## config.mk

```make
export PLATFORM = sky130hd
export DESIGN_NAME = irq_affinity_router_dispatcher
export DESIGN_NICKNAME = d
export VERILOG_FILES = /design/src/hw/rtl/irq_aff_pkg.sv /design/src/hw/rtl/irq_aff_pick.sv /design/src/hw/rtl/irq_affinity_router_dispatcher.sv
export SDC_FILE = /design/constraint.sdc
export NUM_CORES = 2
export LEC_CHECK = 0
export BUFFER_PORTS_ARGS = -buffer_cell sky130_fd_sc_hd__buf_2
export CELL_PAD_IN_SITES_DETAIL_PLACEMENT = 1
export CELL_PAD_IN_SITES_GLOBAL_PLACEMENT = 1
export CORE_ASPECT_RATIO = 2
export CORE_MARGIN = 2
export CORE_UTILIZATION = 50
export CTS_CLUSTER_DIAMETER = 80
export DETAILED_ROUTE_END_ITERATION = 16
export GPL_ROUTABILITY_DRIVEN = 0
export PLACE_DENSITY = 0.92
export SYNTH_ARGS = -nofsm -noshare
export SYNTH_HDL_FRONTEND = slang
export SYNTH_HIERARCHICAL = 1
export SYNTH_SLANG_ARGS = --single-unit
export TNS_END_PERCENT = 1
```

## constraint.sdc

```tcl
create_clock -name clock -period 17.55 [get_ports clock]
set_input_delay 1.755 -clock clock [delete_from_list [all_inputs] [get_ports clock]]
set_output_delay 1.755 -clock clock [all_outputs]
set_load 0.01 [all_outputs]
```

## src/hw/rtl/irq_aff_pkg.sv

```systemverilog
`timescale 1ns / 1ps
`default_nettype none

package irq_aff_pkg;

   localparam int NUM_CPUS    = 4;
   localparam int NUM_LINES   = 64;
   localparam int CASCADE_BIT = 55;

   // CPU and line numbering follow the 2-bit cpu field and the 64-bit words
   localparam int CPU_SLOTS = 4;
   localparam int WORD_W    = 64;
   localparam int GROUP_W   = 8;
   localparam int GROUPS    = (NUM_LINES + GROUP_W - 1) / GROUP_W;
   localparam int GSEL_W    = 3;
   localparam int LINE_W    = 6;
   localparam int VEC_W     = 12;

   localparam logic [VEC_W-1:0]  VEC_BASE   = 12'h900;
   localparam logic [WORD_W-1:0] CASC_MASK  = 64'd1 << CASCADE_BIT;
   localparam logic [WORD_W-1:0] LINE_MASK  =
      (NUM_LINES >= WORD_W) ? {WORD_W{1'b1}} : ((64'd1 << (NUM_LINES % WORD_W)) - 64'd1);
   localparam logic [GSEL_W-1:0] TOP_GROUP  = GSEL_W'(GROUPS - 1);

   localparam logic REG_BOOT_CPU     = 1'b0;
   localparam logic REG_CPUS_PRESENT = 1'b1;

   typedef enum logic [1:0] {
      ACT_ENABLE   = 2'd0,
      ACT_DISABLE  = 2'd1,
      ACT_AFFINITY = 2'd2,
      ACT_DISPATCH = 2'd3
   } action_type;

   typedef enum logic [2:0] {
      ST_IDLE,
      ST_APPLY,
      ST_ROUTE,
      ST_EMIT,
      ST_MASK,
      ST_SCAN
   } state_type;

   // result of one step of the highest-bit search
   typedef struct packed {
      logic              hit;
      logic [LINE_W-1:0] line;
      logic              last;
   } pick_type;

endpackage

`default_nettype wire

```

## src/hw/rtl/irq_aff_pick.sv

```systemverilog
`timescale 1ns / 1ps
`default_nettype none

// Looks at one byte group of the remaining set, finds its highest bit and
// returns the set with that bit cleared.
module irq_aff_pick (
   input  wire logic [irq_aff_pkg::WORD_W-1:0] remaining,
   input  wire logic [irq_aff_pkg::GSEL_W-1:0] group_sel,
   output irq_aff_pkg::pick_type               pick,
   output      logic [irq_aff_pkg::WORD_W-1:0] rest
);
   import irq_aff_pkg::*;

   logic [GROUP_W-1:0] grp_bits;
   logic [2:0]         idx;
   logic [LINE_W-1:0]  line;

   assign grp_bits = remaining[{group_sel, 3'b000} +: GROUP_W];

   always_comb begin
      idx = 3'd0;
      for (int i = 0; i < GROUP_W; i++) begin
         if (grp_bits[i]) begin
            idx = 3'(i);
         end
      end
   end

   assign line      = {group_sel, idx};
   assign rest      = remaining & ~(64'd1 << line);
   assign pick.hit  = |grp_bits;
   assign pick.line = line;
   assign pick.last = (rest == '0);

endmodule

`default_nettype wire

```

## src/hw/rtl/irq_affinity_router_dispatcher.sv

```systemverilog
// Interrupt router with per-CPU affinity and a vector dispatcher.
// Request channel (req_*): valid/ready. action selects enable line, disable
// line, set affinity (cpu_set) or dispatch (pending bits taken by cpu_id).
// Response channel (rsp_*): valid/ready. Updates give one item with the four
// routed mask words (result_kind 0); a dispatch gives one item per pending
// line that the CPU's affinity allows, vector 0x900 + 16*line, highest line
// first, last set on the final one, and nothing if no line qualifies.
// Config (csr_*): APB-style, boot_cpu at 0x0, cpus_present at 0x4, write only
// while the block is idle; pready is tied high.
// Sequence: one item at a time. An update applies the change, passes each CPU
// in turn through the shared route unit, then loads the response. A dispatch
// first masks the pending set, then the byte-group search unit steps down
// past empty groups and emits one vector per set bit it finds; an empty set
// ends the search with no response.
// The response sits in an output register, so a new item can be accepted
// while the last response of the previous one is still waiting. When the
// receiver stalls, a pending result holds and the sequencer waits.
// Reset: enables clear, affinities go to all ones, boot_cpu 0, cpus_present 1.
`timescale 1ns / 1ps
`default_nettype none

module irq_affinity_router_dispatcher (
   input  wire logic        clock,
   input  wire logic        reset,
   input  wire logic        req_valid,
   output      logic        req_ready,
   input  wire logic [1:0]  req_action,
   input  wire logic [5:0]  req_irq_line,
   input  wire logic [3:0]  req_cpu_set,
   input  wire logic [63:0] req_pending,
   input  wire logic [1:0]  req_cpu_id,
   output      logic        rsp_valid,
   input  wire logic        rsp_ready,
   output      logic        rsp_result_kind,
   output      logic [63:0] rsp_dim_cpu0,
   output      logic [63:0] rsp_dim_cpu1,
   output      logic [63:0] rsp_dim_cpu2,
   output      logic [63:0] rsp_dim_cpu3,
   output      logic [11:0] rsp_vector,
   output      logic        rsp_last,
   input  wire logic        csr_psel,
   input  wire logic        csr_penable,
   input  wire logic        csr_pwrite,
   input  wire logic [2:0]  csr_paddr,
   input  wire logic [31:0] csr_pwdata,
   output      logic [31:0] csr_prdata,
   output      logic        csr_pready
);
   import irq_aff_pkg::*;

   state_type         state_ff, state_in;
   action_type        action_ff, action_in;
   logic [LINE_W-1:0] line_ff, line_in;
   logic [3:0]        cset_ff, cset_in;
   logic [WORD_W-1:0] pend_ff, pend_in;
   logic [1:0]        cpu_ff, cpu_in;
   logic [GSEL_W-1:0] group_ff, group_in;

   logic [1:0]        boot_cpu_ff, boot_cpu_in;
   logic [3:0]        present_ff, present_in;
   logic [WORD_W-1:0] enable_ff, enable_in;
   logic [WORD_W-1:0] aff_ff [CPU_SLOTS];
   logic [WORD_W-1:0] aff_in [CPU_SLOTS];
   logic [WORD_W-1:0] remaining_ff, remaining_in;
   logic [WORD_W-1:0] word_ff [CPU_SLOTS];
   logic [WORD_W-1:0] word_in [CPU_SLOTS];

   logic              rsp_valid_ff, rsp_valid_in;
   logic              rsp_kind_ff, rsp_kind_in;
   logic [WORD_W-1:0] rsp_dim_ff [CPU_SLOTS];
   logic [WORD_W-1:0] rsp_dim_in [CPU_SLOTS];
   logic [VEC_W-1:0]  rsp_vector_ff, rsp_vector_in;
   logic              rsp_last_ff, rsp_last_in;

   logic              req_fire;
   logic              out_free;
   logic              rem_zero;
   logic              csr_write;
   logic              load_mask_rsp;
   logic              load_vec_rsp;
   logic [WORD_W-1:0] line_bit;
   logic [WORD_W-1:0] aff_rd;
   logic [WORD_W-1:0] route_word;
   pick_type          pick;
   logic [WORD_W-1:0] pick_rest;

   irq_aff_pick u_pick (
      .remaining (remaining_ff),
      .group_sel (group_ff),
      .pick      (pick),
      .rest      (pick_rest)
   );

   assign req_fire  = req_valid && req_ready;
   assign out_free  = !rsp_valid_ff || rsp_ready;
   assign rem_zero  = (remaining_ff == '0);
   assign csr_write = csr_psel && csr_penable && csr_pwrite && csr_pready;
   assign line_bit  = (32'(line_ff) < NUM_LINES) ? (64'd1 << line_ff) : '0;
   assign aff_rd    = aff_ff[cpu_ff];

   // shared route unit: one CPU word per cycle
   always_comb begin
      route_word = '0;
      if (32'(cpu_ff) < NUM_CPUS && present_ff[cpu_ff]) begin
         route_word = enable_ff & ~CASC_MASK & aff_rd;
         if (cpu_ff == boot_cpu_ff) begin
            route_word = route_word | CASC_MASK;
         end
      end
   end

   // next state
   always_comb begin
      state_in = state_ff;
      unique case (state_ff)
         ST_IDLE: begin
            if (req_fire) begin
               state_in = (action_type'(req_action) == ACT_DISPATCH) ? ST_MASK : ST_APPLY;
            end
         end
         ST_APPLY: state_in = ST_ROUTE;
         ST_ROUTE: begin
            if (32'(cpu_ff) == CPU_SLOTS - 1) begin
               state_in = ST_EMIT;
            end
         end
         ST_EMIT: begin
            if (out_free) begin
               state_in = ST_IDLE;
            end
         end
         ST_MASK: state_in = ST_SCAN;
         ST_SCAN: begin
            if (rem_zero || (pick.hit && out_free && pick.last)) begin
               state_in = ST_IDLE;
            end
         end
         default: state_in = ST_IDLE;
      endcase
   end

   // outputs of the sequencer
   always_comb begin
      req_ready     = 1'b0;
      load_mask_rsp = 1'b0;
      load_vec_rsp  = 1'b0;
      unique case (state_ff)
         ST_IDLE:  req_ready     = 1'b1;
         ST_EMIT:  load_mask_rsp = out_free;
         ST_SCAN:  load_vec_rsp  = !rem_zero && pick.hit && out_free;
         default: begin
         end
      endcase
   end

   // datapath next values
   always_comb begin
      action_in    = action_ff;
      line_in      = line_ff;
      cset_in      = cset_ff;
      pend_in      = pend_ff;
      cpu_in       = cpu_ff;
      group_in     = group_ff;
      enable_in    = enable_ff;
      remaining_in = remaining_ff;
      aff_in       = aff_ff;
      word_in      = word_ff;
      boot_cpu_in  = boot_cpu_ff;
      present_in   = present_ff;

      if (csr_write) begin
         unique case (csr_paddr[2])
            REG_BOOT_CPU:     boot_cpu_in = csr_pwdata[1:0];
            REG_CPUS_PRESENT: present_in  = csr_pwdata[3:0];
            default: begin
            end
         endcase
      end

      if (req_fire) begin
         action_in = action_type'(req_action);
         line_in   = req_irq_line;
         cset_in   = req_cpu_set;
         pend_in   = req_pending;
         cpu_in    = (action_type'(req_action) == ACT_DISPATCH) ? req_cpu_id : 2'd0;
      end

      unique case (state_ff)
         ST_APPLY: begin
            unique case (action_ff)
               ACT_ENABLE:  enable_in = enable_ff | line_bit;
               ACT_DISABLE: enable_in = enable_ff & ~line_bit;
               ACT_AFFINITY: begin
                  for (int c = 0; c < CPU_SLOTS; c++) begin
                     if (c < NUM_CPUS) begin
                        aff_in[c] = cset_ff[c] ? (aff_ff[c] | line_bit)
                                               : (aff_ff[c] & ~line_bit);
                     end
                  end
               end
               default: begin
               end
            endcase
         end
         ST_ROUTE: begin
            word_in[cpu_ff] = route_word;
            cpu_in          = cpu_ff + 2'd1;
         end
         ST_MASK: begin
            remaining_in = (32'(cpu_ff) < NUM_CPUS) ? (pend_ff & LINE_MASK & aff_rd) : '0;
            group_in     = TOP_GROUP;
         end
         ST_SCAN: begin
            if (!rem_zero) begin
               if (!pick.hit) begin
                  group_in = group_ff - 3'd1;
               end else if (out_free) begin
                  remaining_in = pick_rest;
               end
            end
         end
         default: begin
         end
      endcase
   end

   // response register
   always_comb begin
      rsp_valid_in  = rsp_valid_ff && !rsp_ready;
      rsp_kind_in   = rsp_kind_ff;
      rsp_dim_in    = rsp_dim_ff;
      rsp_vector_in = rsp_vector_ff;
      rsp_last_in   = rsp_last_ff;
      if (load_mask_rsp) begin
         rsp_valid_in  = 1'b1;
         rsp_kind_in   = 1'b0;
         rsp_dim_in    = word_ff;
         rsp_vector_in = '0;
         rsp_last_in   = 1'b1;
      end else if (load_vec_rsp) begin
         rsp_valid_in = 1'b1;
         rsp_kind_in  = 1'b1;
         for (int c = 0; c < CPU_SLOTS; c++) begin
            rsp_dim_in[c] = '0;
         end
         rsp_vector_in = VEC_BASE + {2'b00, pick.line, 4'b0000};
         rsp_last_in   = pick.last;
      end
   end

   always_ff @(posedge clock) begin
      if (reset) begin
         state_ff     <= ST_IDLE;
         rsp_valid_ff <= 1'b0;
         boot_cpu_ff  <= 2'd0;
         present_ff   <= 4'd1;
         enable_ff    <= '0;
         remaining_ff <= '0;
         for (int c = 0; c < CPU_SLOTS; c++) begin
            aff_ff[c] <= '1;
         end
      end else begin
         state_ff     <= state_in;
         rsp_valid_ff <= rsp_valid_in;
         boot_cpu_ff  <= boot_cpu_in;
         present_ff   <= present_in;
         enable_ff    <= enable_in;
         remaining_ff <= remaining_in;
         aff_ff       <= aff_in;
      end
   end

   always_ff @(posedge clock) begin
      action_ff     <= action_in;
      line_ff       <= line_in;
      cset_ff       <= cset_in;
      pend_ff       <= pend_in;
      cpu_ff        <= cpu_in;
      group_ff      <= group_in;
      word_ff       <= word_in;
      rsp_kind_ff   <= rsp_kind_in;
      rsp_dim_ff    <= rsp_dim_in;
      rsp_vector_ff <= rsp_vector_in;
      rsp_last_ff   <= rsp_last_in;
   end

   assign rsp_valid       = rsp_valid_ff;
   assign rsp_result_kind = rsp_kind_ff;
   assign rsp_dim_cpu0    = rsp_dim_ff[0];
   assign rsp_dim_cpu1    = rsp_dim_ff[1];
   assign rsp_dim_cpu2    = rsp_dim_ff[2];
   assign rsp_dim_cpu3    = rsp_dim_ff[3];
   assign rsp_vector      = rsp_vector_ff;
   assign rsp_last        = rsp_last_ff;

   assign csr_pready = 1'b1;
   always_comb begin
      unique case (csr_paddr[2])
         REG_BOOT_CPU:     csr_prdata = {30'd0, boot_cpu_ff};
         REG_CPUS_PRESENT: csr_prdata = {28'd0, present_ff};
         default:          csr_prdata = '0;
      endcase
   end

`ifndef SYNTHESIS
   a_vec_shape: assert property (@(posedge clock) disable iff (reset)
      rsp_valid && rsp_result_kind |->
         rsp_vector[3:0] == 4'd0 && rsp_vector >= VEC_BASE &&
         rsp_dim_cpu0 == '0 && rsp_dim_cpu3 == '0)
      else $error("vector item malformed");

   a_mask_single: assert property (@(posedge clock) disable iff (reset)
      rsp_valid && !rsp_result_kind |-> rsp_last && rsp_vector == '0)
      else $error("mask item not last or carries a vector");

   a_absent_cpu0: assert property (@(posedge clock) disable iff (reset)
      rsp_valid && !rsp_result_kind && !present_ff[0] |-> rsp_dim_cpu0 == '0)
      else $error("absent CPU 0 has a routed word");

   a_scan_done: assert property (@(posedge clock) disable iff (reset)
      state_ff == ST_SCAN && rem_zero |=> state_ff == ST_IDLE)
      else $error("dispatch did not finish on empty set");
`endif

endmodule

`default_nettype wire
```

# After elaboration in Yosys (flattened, before gate mapping)
# Cells that the tools add are included.
[word_totals] out_inout_bits=305 elab_cells=147 regBits=1001 in_bits=120
[classes] bitwise_logic=17 add_sub_neg=3 eq_ne=18 shift=3 muxes=46 order_cmp=3 reduce_logical=30
[ops] op="$mux 64" n=11
[ops] op="$and 64x64->64" n=8
[ops] op="$mux 256" n=2
[ops] op="$or 64x64->64" n=5
[ops] op="$bwmux 256" n=1
[ops] op="$pmux 64 s2" n=2
[ops] op="$bmux 64 s2" n=1
[ops] op="$demux 64 s2" n=1
[ops] op="$logic_not 64->1" n=2
[ops] op="$not 64->64" n=2
[ops] op="$shl 1x6->64 const A" n=2
[ops] op="$pmux 32 s2" n=1
[ops] op="$shiftx 64x7->8" n=1
[ops] op="$mux 56" n=1
[ops] op="$mux 3" n=11
[ops] op="$pmux 3 s6" n=1
[ops] op="$ne 2x2->1 const B" n=8
[ops] op="$add 12x10->12 const A" n=1
[ops] op="$mux 2" n=5
[ops] op="$logic_and 1x1->1" n=9
[ops] op="$reduce_and 2->1" n=4
[ops] op="$reduce_and 4->1" n=2
[ops] op="$reduce_bool 2->1" n=4
[ops] op="$reduce_or 8->1" n=1
[ops] op="21 further kinds" n=34

# Logic depth before layout (Yosys ltp)
[logic_depth] depth_word=16 depth_mapped=14 ltp_nobuf=11

# Hierarchy
# The synthesis kept the hierarchy.
[modules_own_cells] mod="irq_affinity_router_dispatcher" cells_per_inst=2912 seq_area_each_um2=25854.8 n_inst=1 area_each_um2=37982.7
[modules_own_cells] mod="irq_aff_pick" cells_per_inst=199 seq_area_each_um2=0.0 n_inst=1 area_each_um2=1652.8

# Worst setup path after synthesis
# No wires, ideal clock.
[synth_timing] path_kind="register to register" from="register group_ff[0]" to="register rsp_dim_ff (netlist bit rsp_dim_cpu0[0]), enable pin" required_ns=15.594 setup_slack_ns=8.873 stages_incl_launch_ff=13 period_less_slack_ns=8.677 n_path_buf=5 setup_time_ns=1.956 t_arrival_ns=6.721 cell_sequence="edfxtp_1 -> buf_6 -> buf_6 -> clkbuf_1 -> clkbuf_1 -> mux4_2 -> nor3_1 -> o21ai_0 -> nand2_1 -> nor2_1 -> clkbuf_1 -> nand2_1 -> nand2_1"
[synth_lines] element="from (decl)" line="irq_affinity_router_dispatcher.sv:57" rtl="logic [GSEL_W-1:0] group_ff, group_in;"
[synth_lines] element="from (signal assigned)" line="irq_affinity_router_dispatcher.sv:279" rtl="group_ff <= group_in;"
[synth_lines] element="to (signal assigned)" line="irq_affinity_router_dispatcher.sv:282" rtl="rsp_dim_ff <= rsp_dim_in;"
[synth_lines] element="to (decl)" line="irq_affinity_router_dispatcher.sv:70" rtl="logic [WORD_W-1:0] rsp_dim_ff [CPU_SLOTS];"

==> impl_metrics.env <==
export IMPL_min_path_type="register to register"
export IMPL_ir_drop_uv=79.7
export IMPL_grt_antenna_before_repair=7
export IMPL_routed_via_count=29140
export IMPL_drt_wirelength_per_cell_um=31.5
export IMPL_path_class="register to register"
export IMPL_synth_edff_count=593
export IMPL_synth_top_cells_by_area="edfxtp_1 45%, dfxtp_1 20%, mux4_2 4.4%, and2_1 4.4%, mux2i_1 3.0%"
export IMPL_ff_latch_area_mm2=0.0259
export IMPL_grt_pass1_vias=30418
export IMPL_ys_async_sr_fraction_pct=0
export IMPL_powerDensity_mw_per_mm2=121
export IMPL_cts_root_buf="clkbuf_16"
export IMPL_htreeDepth=3
export IMPL_whs_ns=0.472
export IMPL_dp_slack_ns=11.77
export IMPL_drv_slew=0
export IMPL_nFillCells=7895
export IMPL_setup_tns_ns=0
export IMPL_ctsHoldBuffers=0
export IMPL_synthSimpleGateAreaFrac_pct=15.3
export IMPL_synth_ff_type="edfxtp_1"
export IMPL_nNetsFinal=3487
export IMPL_grt_pass1_wl_mm=204
export IMPL_yosysUniqueCellTypes=70
export IMPL_routed_wl_mm=141
export IMPL_synth_top_family_by_area="simple AND/OR/NAND/NOR gates"
export IMPL_synth_area_leader_cell="edfxtp_1"
export IMPL_cts_setup_buffers=0
export IMPL_synth_compound_area_share_pct=8.12
export IMPL_clk_path_buf_depth=3
export IMPL_setup_viol=0
export IMPL_initial_utilization_pct=50.2
export IMPL_worst_slack_ns=11.42
export IMPL_hold_viol=0
export IMPL_finalCriticalPeriod_ns=6.13
export IMPL_required_ns=18.06
export IMPL_synth_adder_area_share_pct=0.189
export IMPL_rsz0062_at_grt="no"
export IMPL_first_pass_iters=6
export IMPL_max_slew_margin_pct=8.30
export IMPL_r2r_setup_slack_ns=11.42
export IMPL_synth_xor_area_share_pct=0.0663
export IMPL_outcome="finished, final reports clean"
export IMPL_viasPerCell=6.51
export IMPL_grtUsageTotal_pct=34.2
export IMPL_rows=146
export IMPL_synthToLayoutAreaGrowth_pct=13.2
export IMPL_clock_skew_ns=0.0407
export IMPL_tightest_slew_ns=1.36
export IMPL_core_area_mm2=0.0789
export IMPL_syn_mean_instance_area_um2=12.7
export IMPL_seq_area_frac_synth_pct=65.2
export IMPL_maxCapViolCount=0
export IMPL_dpl_cell_area_mm2=0.0421
export IMPL_numClockSinks=995
export IMPL_antenna_left=0
export IMPL_clk_pin_slew_ns=0.07
export IMPL_numCtsBuffers=83
export IMPL_endpoint_kind="register"
export IMPL_ioPinCount=425
export IMPL_timing_fmax_ghz=0.163
export IMPL_syn_inst=3111
export IMPL_synth_top_area_share_pct=44.9
export IMPL_cp_max_fo=38
export IMPL_io_buffers=361
export IMPL_drt_initial_drc_count=3410
export IMPL_grt_max_degree=134
export IMPL_cts_resized=0
export IMPL_p_leak_nw=16.5
export IMPL_dieArea_mm2=0.0817
export IMPL_drive_gt1_share_pct=20.2
export IMPL_worstPathArrival_ns=6.64
export IMPL_drcViolationCount=0
export IMPL_multi_input_area_mm2=0.0127
export IMPL_die_h_um=402
export IMPL_yosys_warnings=6
export IMPL_syn_area_mm2=0.0396
export IMPL_fin_util_pct=56.9
export IMPL_hpwl_mm=85.9
export IMPL_synthMuxAreaShare_pct=7.92
export IMPL_start_kind="register"
export IMPL_clkLatencyLatePin_ns=0.70
export IMPL_overflow=0
export IMPL_synth_seq_cells=995
export IMPL_timing_final_crit_share_pct=34.9
export IMPL_cts_tree="yes"
export IMPL_die_width_um=203
export IMPL_finalInstanceArea_mm2=0.0449
-- through the flow --
step / cells / power (W)
finish: 4473 / 0.00541
global placement: 4311 / 0.00343
global route: 4466 / 0.00552
detailed placement: 4311 / 0.00346
floorplan: 3142 / 0.00318
CTS: 4464 / 0.00536
-- power by group --
part | internal (W) | leakage (nW) | switching (W)
Clock | 0.00101 | 1.31 | 0.000910
Sequential | 0.00261 | 8.87 | 0.000110
Combinational | 0.000223 | 6.30 | 0.000550
-- final cells by class --
type	instances	share of cell area, %
antenna	8	0.0446
tap	1036	2.89
inverter	8	0.0781
clock inverter	47	1.10
clock buffer	106	4.96
multi-input combinational	1858	28.4
sequential	995	57.6
timing repair buffer	415	4.94
-- cells in the final DEF (no fill, tap or decap), types with 84 or more instances in the layout --
cell type  instances
and3_1           136
edfxtp_1         593
clkbuf_16         84
buf_2            360
a21oi_1          139
mux2i_1          117
nand2_1          305
dfxtp_1          402
a211oi_1         134
nand3_1          220
and2_1           270
-- worst paths after layout --
| path | start | end | cells after the start |
|---|---|---|---|
| worst max-delay path | group_ff[0] | state_ff[2] | 12 |
| worst min-delay path | register | register | 1 |
| worst max register to register | group_ff[0] | state_ff[2] | 12 |
| worst min register to register | register | register | 1 |
-- cells in the mapped netlist, drive strengths merged, types with 7 or more instances --
master	instances
nand2	306
mux4	81
a311oi	59
o211ai	26
nand3b	7
clkbuf	215
buf	66
or2	13
nor2	75
nand4	7
mux2i	122
inv	7
o21a	33
o21ai	33
a211o	7
and2	276
dfxtp	402
a21boi	18
a211oi	134
nor4	24
nor3	40
and3	136
a21oi	139
nand3	220
nand2b	8
edfxtp	593
-- cell families after synthesis --
group,count (synthesis)
AO/OA/AOI/OAI,472
XOR/XNOR,3
adder cells (fa/ha/maj),6
buffers and inverters,289
flip-flops,995
multiplexers,208
other,2
AND/OR/NAND/NOR,1136
-- layer usage --
layer  part of all wire (%)  vias up  wire length [µm]  GRT usage [%]
li1                       -    11932                 -              -
met1                     32    14490             45300           36.1
met2                     50     2054             70200           59.0
met3                    9.0      662             12700           7.88
met4                    8.9        2             12500           25.8
met5                 0.0092        -                13              0
-- worst max-delay path: stages (launching register included) --
cell and delay, ns:
edfxtp_1 0.36, buf_4 0.44, mux4_1 0.68, mux2i_2 0.39, nand4_2 0.51, or2_1 0.61, o21a_1 0.42, nor4_1 1.06
nand2_1 0.15, nor4_2 0.81, a31oi_1 0.22, a21oi_1 0.20, nor3_1 0.06
Power figures use the tool's default switching activity.
